$ cat src/rtl/psd_header_section_parser_defines.svh
// ----------------------------------------------------------------------------
// Assertion macros for the layered-image header parser
// Shared property forms, clocked on clk and disabled during reset.
// ----------------------------------------------------------------------------
`ifndef PSD_HEADER_SECTION_PARSER_DEFINES_SVH
`define PSD_HEADER_SECTION_PARSER_DEFINES_SVH

// same-cycle implication
`define PSD_ASSERT_NOW(lbl, ante, cons, msg) \
	lbl: assert property (@(posedge clk) disable iff (!arst_n) (ante) |-> (cons)) \
		else $error(msg);

// next-cycle implication
`define PSD_ASSERT_NEXT(lbl, ante, cons, msg) \
	lbl: assert property (@(posedge clk) disable iff (!arst_n) (ante) |=> (cons)) \
		else $error(msg);

`endif

$ cat src/rtl/psd_pkg.sv
// ----------------------------------------------------------------------------
// psd_pkg
// Shared constants, record codes, event and record types for the parser.
// ----------------------------------------------------------------------------
package psd_pkg;

	localparam int PB     = 48;
	localparam int QDEPTH = 4;
	localparam int QAW    = $clog2(QDEPTH);

	typedef logic [PB-1:0] pos_t;

	localparam logic [1:0] REC_HDR = 2'd0;
	localparam logic [1:0] REC_SEC = 2'd1;
	localparam logic [1:0] REC_ERR = 2'd2;

	localparam logic [1:0] ERR_SIG = 2'd0;
	localparam logic [1:0] ERR_VER = 2'd1;
	localparam logic [1:0] ERR_RSV = 2'd2;

	localparam logic [1:0] SEC_CMD = 2'd0;
	localparam logic [1:0] SEC_RES = 2'd1;
	localparam logic [1:0] SEC_LMI = 2'd2;
	localparam logic [1:0] SEC_IMG = 2'd3;

	typedef enum logic [1:0] {EV_HDR, EV_SEC, EV_SECI, EV_ERR} ev_kind_t;

	typedef struct packed {
		ev_kind_t    kind;
		logic [1:0]  id;
		pos_t        off;
		pos_t        len;
		logic [15:0] chn;
		logic [31:0] hgt;
		logic [31:0] wid;
		logic [15:0] dep;
		logic [15:0] mode;
		logic        big;
		logic [1:0]  err;
	} ev_t;

	typedef struct packed {
		logic [1:0]  kind;
		logic [1:0]  id;
		pos_t        off;
		pos_t        len;
		logic [15:0] chn;
		logic [31:0] hgt;
		logic [31:0] wid;
		logic [15:0] dep;
		logic [15:0] mode;
		logic        big;
		logic [1:0]  err;
		logic        last;
	} rec_t;

	function automatic pos_t left_of(pos_t fsize, pos_t pos);
		return (pos < fsize) ? (fsize - pos) : '0;
	endfunction

endpackage

$ cat src/rtl/psd_queue.sv
// ----------------------------------------------------------------------------
// psd_queue
// Short event queue between the byte classifier and the record builder.
// ----------------------------------------------------------------------------
module psd_queue (
	input  logic          clk,
	input  logic          arst_n,
	input  logic          push,
	input  psd_pkg::ev_t  wdata,
	input  logic          pop,
	output psd_pkg::ev_t  rdata,
	output logic          valid,
	output logic          full
);
	import psd_pkg::*;

	ev_t            mem_q [QDEPTH];
	logic [QAW-1:0] wp_q;
	logic [QAW-1:0] rp_q;
	logic [QAW:0]   cnt_q;

	assign valid = (cnt_q != '0);
	assign full  = (cnt_q == (QAW+1)'(QDEPTH));
	assign rdata = mem_q[rp_q];

	always_ff @(posedge clk or negedge arst_n) begin
		if (!arst_n) begin
			wp_q  <= '0;
			rp_q  <= '0;
			cnt_q <= '0;
		end else begin
			if (push)
				wp_q <= wp_q + 1'b1;
			if (pop)
				rp_q <= rp_q + 1'b1;
			if (push && !pop)
				cnt_q <= cnt_q + 1'b1;
			else if (pop && !push)
				cnt_q <= cnt_q - 1'b1;
		end
	end

	always_ff @(posedge clk) begin
		if (push)
			mem_q[wp_q] <= wdata;
	end

endmodule

$ cat src/rtl/psd_front.sv
// ----------------------------------------------------------------------------
// psd_front
// Byte classifier: tracks header fields and section lengths, issues events.
// ----------------------------------------------------------------------------
module psd_front (
	input  logic                     clk,
	input  logic                     arst_n,
	input  logic                     cfg_wr_en,
	input  logic [psd_pkg::PB-1:0]   cfg_wr_data,
	input  logic                     in_valid,
	input  logic [7:0]               data_byte,
	input  logic                     first,
	input  logic                     q_full,
	output logic                     in_stall,
	output logic                     ev_push,
	output psd_pkg::ev_t             ev,
	output psd_pkg::pos_t            fsize
);
	import psd_pkg::*;

	typedef enum logic [3:0] {
		PH_IDLE, PH_SIG, PH_VER, PH_RSV, PH_HDR, PH_LEN, PH_SKIP, PH_DONE, PH_ERR
	} phase_t;

	localparam logic [31:0] SIG_WORD = "8BPS";
	localparam logic [3:0] SIG_BYTES = 4'd4;
	localparam logic [3:0] VER_BYTES = 4'd2;
	localparam logic [3:0] RSV_BYTES = 4'd6;
	localparam logic [3:0] HID_BYTES = 4'd6;
	localparam logic [3:0] HDR_BYTES = 4'd14;
	localparam logic [3:0] LEN_SHORT = 4'd4;
	localparam logic [3:0] LEN_LONG  = 4'd8;
	localparam logic [15:0] VER_STD  = 16'd1;
	localparam logic [15:0] VER_BIG  = 16'd2;

	function automatic pos_t fit_len(logic [63:0] len, pos_t avail);
		logic [31:0] hi;
		hi = len[63:32];
		if (len[63:PB] == '0 && len[PB-1:0] <= avail)
			return len[PB-1:0];
		if (len[31:0] == '0 && hi != '0 && pos_t'(hi) <= avail)
			return pos_t'(hi);
		return avail;
	endfunction

	phase_t      ph_q, ph_e, ph_n;
	logic [3:0]  cnt_q, cnt_e, cnt_n, cnt_p1;
	logic [63:0] sh_q, sh_e, sh_n;
	logic [47:0] hdr_q, hdr_e, hdr_n;
	logic [63:0] size_q, size_e, size_n;
	pos_t        skip_q, skip_e, skip_n;
	logic [1:0]  idx_q, idx_e, idx_n;
	logic        rsv_q, rsv_e, rsv_n;
	logic        lrg_q, lrg_e, lrg_n;
	pos_t        fs_q, fs_nx;
	pos_t        q1_q, q2_q, avl_q, sel;
	pos_t        len_c;
	logic [3:0]  need;
	logic        acc, act;
	ev_t         ev_c;
	logic        push_c;

	assign in_stall = q_full;
	assign acc      = in_valid && !in_stall;
	assign fsize    = fs_q;
	assign ev       = ev_c;
	assign ev_push  = push_c;

	always_comb begin
		ph_e   = first ? PH_SIG : ph_q;
		cnt_e  = first ? '0 : cnt_q;
		sh_e   = first ? '0 : sh_q;
		hdr_e  = first ? '0 : hdr_q;
		size_e = first ? '0 : size_q;
		skip_e = first ? '0 : skip_q;
		idx_e  = first ? '0 : idx_q;
		rsv_e  = first ? 1'b0 : rsv_q;
		lrg_e  = first ? 1'b0 : lrg_q;
		act    = acc && !(ph_e inside {PH_IDLE, PH_DONE, PH_ERR});
		cnt_p1 = cnt_e + 1'b1;
		need   = (idx_e >= 2'd2 && lrg_e) ? LEN_LONG : LEN_SHORT;
		ph_n   = ph_e;
		cnt_n  = cnt_p1;
		sh_n   = sh_e;
		hdr_n  = hdr_e;
		size_n = size_e;
		skip_n = skip_e;
		idx_n  = idx_e;
		rsv_n  = rsv_e;
		lrg_n  = lrg_e;
		len_c  = fit_len({size_e[55:0], data_byte}, avl_q);
		push_c = 1'b0;
		ev_c   = '0;
		case (ph_e)
			PH_SIG: begin
				sh_n = {sh_e[55:0], data_byte};
				if (cnt_p1 == SIG_BYTES) begin
					cnt_n = '0;
					if (sh_n[31:0] != SIG_WORD) begin
						ph_n       = PH_ERR;
						push_c     = 1'b1;
						ev_c.kind  = EV_ERR;
						ev_c.err   = ERR_SIG;
					end else begin
						ph_n = PH_VER;
						sh_n = '0;
					end
				end
			end
			PH_VER: begin
				sh_n = {sh_e[55:0], data_byte};
				if (cnt_p1 == VER_BYTES) begin
					cnt_n = '0;
					if (sh_n[15:0] != VER_STD && sh_n[15:0] != VER_BIG) begin
						ph_n       = PH_ERR;
						push_c     = 1'b1;
						ev_c.kind  = EV_ERR;
						ev_c.err   = ERR_VER;
					end else begin
						lrg_n = (sh_n[15:0] == VER_BIG);
						ph_n  = PH_RSV;
						sh_n  = '0;
					end
				end
			end
			PH_RSV: begin
				rsv_n = rsv_e | (data_byte != 8'h00);
				if (cnt_p1 == RSV_BYTES) begin
					cnt_n = '0;
					if (rsv_n) begin
						ph_n       = PH_ERR;
						push_c     = 1'b1;
						ev_c.kind  = EV_ERR;
						ev_c.err   = ERR_RSV;
					end else begin
						ph_n  = PH_HDR;
						hdr_n = '0;
						sh_n  = '0;
					end
				end
			end
			PH_HDR: begin
				if (cnt_e < HID_BYTES)
					hdr_n = {hdr_e[39:0], data_byte};
				else
					sh_n = {sh_e[55:0], data_byte};
				if (cnt_p1 == HDR_BYTES) begin
					cnt_n      = '0;
					ph_n       = PH_LEN;
					idx_n      = '0;
					size_n     = '0;
					push_c     = 1'b1;
					ev_c.kind  = EV_HDR;
					ev_c.chn   = hdr_n[47:32];
					ev_c.hgt   = hdr_n[31:0];
					ev_c.wid   = sh_n[63:32];
					ev_c.dep   = sh_n[31:16];
					ev_c.mode  = sh_n[15:0];
					ev_c.big   = lrg_e;
				end
			end
			PH_LEN: begin
				size_n = {size_e[55:0], data_byte};
				if (cnt_p1 == need) begin
					cnt_n    = '0;
					size_n   = '0;
					push_c   = 1'b1;
					ev_c.id  = idx_e;
					ev_c.off = q1_q;
					ev_c.len = len_c;
					if (idx_e >= 2'd2) begin
						ev_c.kind = EV_SECI;
						ph_n      = PH_DONE;
					end else begin
						ev_c.kind = EV_SEC;
						if (len_c == '0) begin
							idx_n = idx_e + 1'b1;
						end else begin
							skip_n = len_c;
							ph_n   = PH_SKIP;
						end
					end
				end
			end
			PH_SKIP: begin
				skip_n = (skip_e != '0) ? skip_e - 1'b1 : skip_e;
				if (skip_n == '0) begin
					idx_n  = idx_e + 1'b1;
					ph_n   = PH_LEN;
					cnt_n  = '0;
					size_n = '0;
				end
			end
			default: begin
				cnt_n = cnt_e;
			end
		endcase
		push_c = push_c && act;
	end

	always_comb begin
		fs_nx = cfg_wr_en ? cfg_wr_data : fs_q;
		if (act)
			sel = first ? pos_t'(2) : q2_q;
		else
			sel = q1_q;
	end

	always_ff @(posedge clk or negedge arst_n) begin
		if (!arst_n) begin
			ph_q   <= PH_IDLE;
			cnt_q  <= '0;
			sh_q   <= '0;
			hdr_q  <= '0;
			size_q <= '0;
			skip_q <= '0;
			idx_q  <= '0;
			rsv_q  <= 1'b0;
			lrg_q  <= 1'b0;
			fs_q   <= '0;
			q1_q   <= pos_t'(1);
			q2_q   <= pos_t'(2);
			avl_q  <= '0;
		end else begin
			fs_q  <= fs_nx;
			avl_q <= left_of(fs_nx, sel);
			if (act) begin
				ph_q   <= ph_n;
				cnt_q  <= cnt_n;
				sh_q   <= sh_n;
				hdr_q  <= hdr_n;
				size_q <= size_n;
				skip_q <= skip_n;
				idx_q  <= idx_n;
				rsv_q  <= rsv_n;
				lrg_q  <= lrg_n;
				if (first) begin
					q1_q <= pos_t'(2);
					q2_q <= pos_t'(3);
				end else begin
					q1_q <= q2_q;
					q2_q <= q2_q + 1'b1;
				end
			end
		end
	end

endmodule

$ cat src/rtl/psd_back.sv
// ----------------------------------------------------------------------------
// psd_back
// Record builder: turns queued events into output records, adds the image data section record.
// ----------------------------------------------------------------------------
module psd_back (
	input  logic           clk,
	input  logic           arst_n,
	input  logic           q_valid,
	input  psd_pkg::ev_t   q_data,
	input  psd_pkg::pos_t  fsize,
	input  logic           out_stall,
	output logic           q_pop,
	output logic           out_valid,
	output psd_pkg::rec_t  rec
);
	import psd_pkg::*;

	logic ovld_q;
	logic pend_q;
	pos_t img_q;
	rec_t rec_q;
	rec_t rec_c;
	rec_t img_c;
	logic free;

	assign free      = !ovld_q || !out_stall;
	assign q_pop     = q_valid && !pend_q && free;
	assign out_valid = ovld_q;
	assign rec       = rec_q;

	always_comb begin
		rec_c = '0;
		case (q_data.kind)
			EV_HDR: begin
				rec_c.kind  = REC_HDR;
				rec_c.chn   = q_data.chn;
				rec_c.hgt   = q_data.hgt;
				rec_c.wid   = q_data.wid;
				rec_c.dep   = q_data.dep;
				rec_c.mode  = q_data.mode;
				rec_c.big   = q_data.big;
				rec_c.last  = 1'b1;
			end
			EV_SEC, EV_SECI: begin
				rec_c.kind = REC_SEC;
				rec_c.id   = q_data.id;
				rec_c.off  = q_data.off;
				rec_c.len  = q_data.len;
				rec_c.last = (q_data.kind == EV_SEC);
			end
			EV_ERR: begin
				rec_c.kind = REC_ERR;
				rec_c.err  = q_data.err;
				rec_c.last = 1'b1;
			end
			default: begin
				rec_c = '0;
			end
		endcase
		img_c      = '0;
		img_c.kind = REC_SEC;
		img_c.id   = SEC_IMG;
		img_c.off  = img_q;
		img_c.len  = left_of(fsize, img_q);
		img_c.last = 1'b1;
	end

	always_ff @(posedge clk or negedge arst_n) begin
		if (!arst_n) begin
			ovld_q <= 1'b0;
			pend_q <= 1'b0;
		end else if (free) begin
			if (pend_q) begin
				ovld_q <= 1'b1;
				pend_q <= 1'b0;
			end else if (q_valid) begin
				ovld_q <= 1'b1;
				pend_q <= (q_data.kind == EV_SECI);
			end else begin
				ovld_q <= 1'b0;
			end
		end
	end

	always_ff @(posedge clk) begin
		if (free && pend_q)
			rec_q <= img_c;
		else if (q_pop)
			rec_q <= rec_c;
		if (q_pop)
			img_q <= q_data.off + q_data.len;
	end

endmodule

$ cat src/rtl/psd_header_section_parser.sv
// ----------------------------------------------------------------------------
// psd_header_section_parser: layered-image file header and section parser
// Events pass via the queue to the record register; the image record follows.
// One byte per cycle unless in_stall; a 4-deep queue absorbs output stalls.
// Reset: async clears parse state and file_size to 0; no clearing pass.
// ----------------------------------------------------------------------------
`include "psd_header_section_parser_defines.svh"

module psd_header_section_parser (
	input  logic                    clk,
	input  logic                    arst_n,
	input  logic                    cfg_wr_en,
	input  logic [psd_pkg::PB-1:0]  cfg_wr_data,
	input  logic                    in_valid,
	output logic                    in_stall,
	input  logic [7:0]              data_byte,
	input  logic                    first,
	output logic                    out_valid,
	input  logic                    out_stall,
	output logic [1:0]              record_kind,
	output logic [1:0]              section_id,
	output logic [psd_pkg::PB-1:0]  section_offset,
	output logic [psd_pkg::PB-1:0]  section_length,
	output logic [15:0]             channel_count,
	output logic [31:0]             image_height,
	output logic [31:0]             image_width,
	output logic [15:0]             bits_per_channel,
	output logic [15:0]             color_mode,
	output logic                    is_large,
	output logic [1:0]              error_code,
	output logic                    last
);
	import psd_pkg::*;

	logic ev_push;
	ev_t  ev_w;
	ev_t  ev_r;
	logic q_valid;
	logic q_full;
	logic q_pop;
	pos_t fsize;
	rec_t rec;

	psd_front u_front (
		.clk         (clk),
		.arst_n      (arst_n),
		.cfg_wr_en   (cfg_wr_en),
		.cfg_wr_data (cfg_wr_data),
		.in_valid    (in_valid),
		.data_byte   (data_byte),
		.first       (first),
		.q_full      (q_full),
		.in_stall    (in_stall),
		.ev_push     (ev_push),
		.ev          (ev_w),
		.fsize       (fsize)
	);

	psd_queue u_queue (
		.clk    (clk),
		.arst_n (arst_n),
		.push   (ev_push),
		.wdata  (ev_w),
		.pop    (q_pop),
		.rdata  (ev_r),
		.valid  (q_valid),
		.full   (q_full)
	);

	psd_back u_back (
		.clk       (clk),
		.arst_n    (arst_n),
		.q_valid   (q_valid),
		.q_data    (ev_r),
		.fsize     (fsize),
		.out_stall (out_stall),
		.q_pop     (q_pop),
		.out_valid (out_valid),
		.rec       (rec)
	);

	assign record_kind      = rec.kind;
	assign section_id       = rec.id;
	assign section_offset   = rec.off;
	assign section_length   = rec.len;
	assign channel_count    = rec.chn;
	assign image_height     = rec.hgt;
	assign image_width      = rec.wid;
	assign bits_per_channel = rec.dep;
	assign color_mode       = rec.mode;
	assign is_large         = rec.big;
	assign error_code       = rec.err;
	assign last             = rec.last;

	`PSD_ASSERT_NOW(a_no_overflow, ev_push, !q_full, "event pushed into full queue")
	`PSD_ASSERT_NOW(a_err_single, out_valid && record_kind == REC_ERR, last,
		"error record not marked last")
	`PSD_ASSERT_NEXT(a_img_follows, out_valid && !last && !out_stall,
		out_valid && last && section_id == SEC_IMG, "image record missing after layer info")
	`PSD_ASSERT_NEXT(a_pair_holds, out_valid && !last, out_valid, "record pair broken")

endmodule
$ cat config.mk
export PLATFORM = sky130hd
export DESIGN_NAME = psd_header_section_parser
export DESIGN_NICKNAME = d
export VERILOG_FILES = /design/src/rtl/psd_pkg.sv /design/src/rtl/psd_queue.sv /design/src/rtl/psd_front.sv /design/src/rtl/psd_back.sv /design/src/rtl/psd_header_section_parser.sv
export VERILOG_INCLUDE_DIRS = /design/src /design/src/rtl
export SDC_FILE = /design/constraint.sdc
export NUM_CORES = 2
export LEC_CHECK = 0
export BUFFER_PORTS_ARGS = -buffer_cell sky130_fd_sc_hd__buf_2
export CELL_PAD_IN_SITES_DETAIL_PLACEMENT = 1
export CELL_PAD_IN_SITES_GLOBAL_PLACEMENT = 1
export CORE_MARGIN = 2
export CORE_UTILIZATION = 30
export CTS_BUF_LIST = sky130_fd_sc_hd__clkbuf_2
export CTS_CLUSTER_DIAMETER = 40
export DETAILED_ROUTE_END_ITERATION = 8
export PLACE_DENSITY_LB_ADDON = 0.1
export SKIP_CTS_REPAIR_TIMING = 1
export SYNTH_ARGS = -nofsm -noshare
export SYNTH_HDL_FRONTEND = slang
export SYNTH_SLANG_ARGS = --single-unit
export TNS_END_PERCENT = 50
$ cat constraint.sdc
create_clock -name clk -period 14.9 [get_ports clk]
set_input_delay 0.745 -clock clk [delete_from_list [all_inputs] [get_ports clk]]
set_output_delay 0.745 -clock clk [all_outputs]
set_load 0.02 [all_outputs]
==> summary.txt <==
Power
  – Static Leakage: roughly 32 nW
  – Power per cell area: approximately 170 nW/um^2
  – Pwr Total: about 15 mW
  – Maximum VDD drop: 0.122 mV

Layout
  – Nets: 7010
  – Area Growth Syn to Fin: 14.8%
  – Fraction of final layout cells sized beyond drive strength 1: 20.5%

Clock tree
  – Worst-skew pair later-pin latency: slightly below 2000 ps
  – TritonCTS clock tree: yes
  – Htree depth: 5
  – CTS Buf Count: between 400 and 500
  – TritonCTS Sinks: between 1500 and 2000
  – Worst-path clk slew: roughly 100 ps
  – CTS Buffer Depth: 4
  – Clk root buf: clkbuf_2

STA
  – Slew HR: about 8.2%
  – Fin crit period: around 7400 ps
  – Fmax: roughly 0.14 GHz
  – Final period utilization: between 40 and 50%
  – Worst-Margin Slew: approximately 1400 ps
  – Final number of setup-violating endpoints: 0
  – Fin Setup TNS: 0 ps
  – Final Hold Vio Count: 0
  – Clk_skew: approximately 220 ps
  – RSZ-0062 raised after global routing: no
  – Fin. max-slew vios: 0

Die
  – Io pins: 280
  – Die W: roughly 500 um
  – Die Span Y: around 500 um
  – Starting Density: roughly 30%
  – # rows: about 180
  – Core ar.: approximately 250000 um^2
  – Die area: about 250000 um^2

Worst hold path
  – Hold Crit Class: input port to register
  – WHS Endpoint: u_front.avl_q[8]$_DFF_PN0_
  – Hold path start: cfg_wr_en
  – WHS Path Cells: 6

Yosys
  – Number of warnings issued by yosys: 0
  – Post-Syn Area: between 70000 and 80000 um^2
  – Synth async-reset ratio: 27.6%
  – Post-synth EDFFs: 1004
  – Seq cells post-synth: ~1600
  – Dominant synthesized flop cell: edfxtp_1
  – Seq/Total Area, Yosys: between 50% and 60%
  – Distinct cell type count after synthesis: 93
  – Net Count, Synth: 6356
  – Cells after Synth: 6063
  – Syn avg cell area: roughly 12 um^2

Route
  – DRC: 0
  – Met3 WL post-DR: around 14 mm
  – Initial DRC Count: about 4200
  – Routed WL: ~280 mm
  – Vias/cell: between 5 and 6
  – Wirelength per Cell: roughly 27 um
  – Drt first pass iters: 5
  – Met1 WL: 138 mm
  – Via count: ~55000
  – Post-route ant nets: 0
  – Uppermost layer routed: met5
  – Met2 wire len: between 100 and 150 mm

Placement
  – Count of buffers from port buffering: around 280
  – Hpwl dp: between 150 and 200 mm
  – Gpl congestion: 0.858

Critical path
  – CP Launch Type: register
  – Critical Path End Type: register
  – Worst r2r path cells: 20
  – Crit Path Max Fanout: 32
  – Reg-to-Reg Start: u_front.ph_q[0]$_DFFE_PN0P_
  – Reg2Reg Setup Slack: ~7500 ps
  – Critical path type: register to register
  – CP required: ~17000 ps
  – Reg-to-Reg End: u_front.avl_q[43]$_DFF_PN0_
  – Worst EP arrival: between 8000 and 9000 ps

Global route
  – Initial antenna violation count: 17
  – First-pass GRT wire length: 401 mm
  – Largest net degree at the start of global routing: 135
  – GR Overflow Total: 0
  – Vias in the first global route: roughly 56000
  – Tot GR Track Use: 21.7%

Outcome
  – Status: complete, no violations

Run
  – Max cap viols: 0
## through the flow
step | hold WS (ps) | utilization (%) | cell area [um^2] | cells | setup slack [ps]
floorplan | 447 | - | 73800 | 6063 | 4290
global placement | 440 | 32.2 | 79000 | 9321 | 7120
detailed placement | 445 | 32.2 | 79000 | 9321 | 7010
CTS | -1460 | 33.9 | 83100 | 10100 | 7470
global route | -8.04 | 34.6 | 84800 | 10300 | 7030
finish | 186 | 34.6 | 84800 | 10300 | 7540
## power by group
group | total [mW] | switching (mW) | internal, mW
clock | 3.18 | 1.90 | 1.28
combinational | 5.78 | 3.65 | 2.13
sequential | 5.77 | 0.518 | 5.25
## cells in the final DEF (no fill, tap or decap), types with 76 or more instances in the layout
cell type / Yosys / final
clkinv_1: 1 / 97
nor2_1: 389 / 385
nand3_1: 247 / 246
clkbuf_2: 1 / 649
mux4_2: 215 / 215
xnor2_1: 101 / 101
ha_1: 227 / 226
and3_1: 77 / 76
a21o_1: 84 / 84
xor2_1: 78 / 78
o21ai_0: 186 / 174
edfxtp_1: 1004 / 1004
nor2b_1: 77 / 77
dfxtp_1: 120 / 120
inv_1: 215 / 214
buf_2: 3 / 277
buf_4: 0 / 122
a21oi_1: 494 / 493
dfrtp_1: 427 / 425
nand2_1: 600 / 598
dlygate4sd3_1: 0 / 168
a22o_1: 263 / 263
## state kept, by name, indices dropped and copies added, names as in the netlist, 3 cells and up
| name | count |
|---|---|
| u_front.cnt_q | 4 |
| u_back.img_q | 48 |
| u_front.size_q | 56 |
| u_front.hdr_q | 48 |
| u_back.rec | 216 |
| u_front.ph_q | 4 |
| u_front.sh_q | 64 |
| u_front.q2_q | 48 |
| u_queue.mem_q | 860 |
| u_queue.cnt_q | 3 |
| u_front.fsize | 48 |
| u_front.avl_q | 48 |
| u_front.q1_q | 48 |
| u_front.skip_q | 48 |
## kinds of logic after synthesis
group / share of synthesized area [%]
compound gates: 13.0
xor+xnor: 2.12
fa+ha+maj: 3.97
buf+inv: 3.03
flops: 58.6
mux: 7.75
simple gates: 11.5
## layer usage
metal  track usage (%)  vias up
li1                  -    24500
met1              32.7    28300
met2              31.7     1438
met3              3.61      330
met4              6.44        4
met5                 0        -
## critical path, stage by stage, from the launching register on
cell and delay [ps]:
dfrtp_1 510, or3_1 460, a21oi_1 490, or2_4 430
buf_4 480, nand2_1 110, o21a_1 170, fa_1 470
a21o_1 200, a21oi_1 310, o211a_1 300, o31ai_1 150
o21ai_0 560, o221ai_1 370, o2111a_1 400, a41o_1 340
a21boi_4 670, buf_4 420, nor3_1 100, mux2i_1 160
nand3_1 90
## layout make-up
type / count / area (um^2)
diodes: 11 / 27.5
clock buffers: 649 / 3250
clock inverters: 145 / 767
fillers: 26700 / 160000
inverters: 216 / 821
multi-input cells: 3929 / 28500
flip-flops and latches: 1553 / 43300
well taps: 3220 / 4030
repair buffers: 572 / 4090
## how the worst max path moves through the flow
| stage | depth (start not counted) | slack (ps) | to | startpoint |
|---|---|---|---|---|
| after floorplan | 17 | 4290 | u_queue.mem_q[0][0]$_DFFE_PP_ | first |
| after global placement | 14 | 7120 | u_queue.mem_q[2][143]$_DFFE_PP_ | first |
| after detailed placement | 14 | 7010 | u_queue.mem_q[2][150]$_DFFE_PP_ | first |
| after CTS | 20 | 7470 | u_front.avl_q[43]$_DFF_PN0_ | u_front.ph_q[0]$_DFFE_PN0P_ |
| after global routing | 20 | 7030 | u_front.avl_q[43]$_DFF_PN0_ | u_front.ph_q[0]$_DFFE_PN0P_ |
| final | 20 | 7540 | u_front.avl_q[43]$_DFF_PN0_ | u_front.ph_q[0]$_DFFE_PN0P_ |
## cell usage after synthesis, drive strengths merged, types with 30 or more instances
master | instances | area [um^2]
a211oi | 49 | 380
a21o | 84 | 631
a21oi | 495 | 2480
a22o | 263 | 2300
a31oi | 41 | 257
and2 | 80 | 500
and3 | 77 | 482
buf | 72 | 327
clkbuf | 293 | 1100
dfrtp | 427 | 10700
dfxtp | 120 | 2400
edfxtp | 1004 | 30100
ha | 227 | 2840
inv | 215 | 807
mux2 | 58 | 653
mux4 | 215 | 4840
nand2 | 601 | 2260
nand2b | 30 | 188
nand3 | 247 | 1240
nand4 | 51 | 319
nor2 | 389 | 1460
nor2b | 77 | 482
nor3 | 77 | 385
nor4 | 58 | 369
o211ai | 54 | 405
o21ai | 188 | 952
xnor2 | 101 | 885
xor2 | 78 | 683
(Power assumes the default switching activity.)
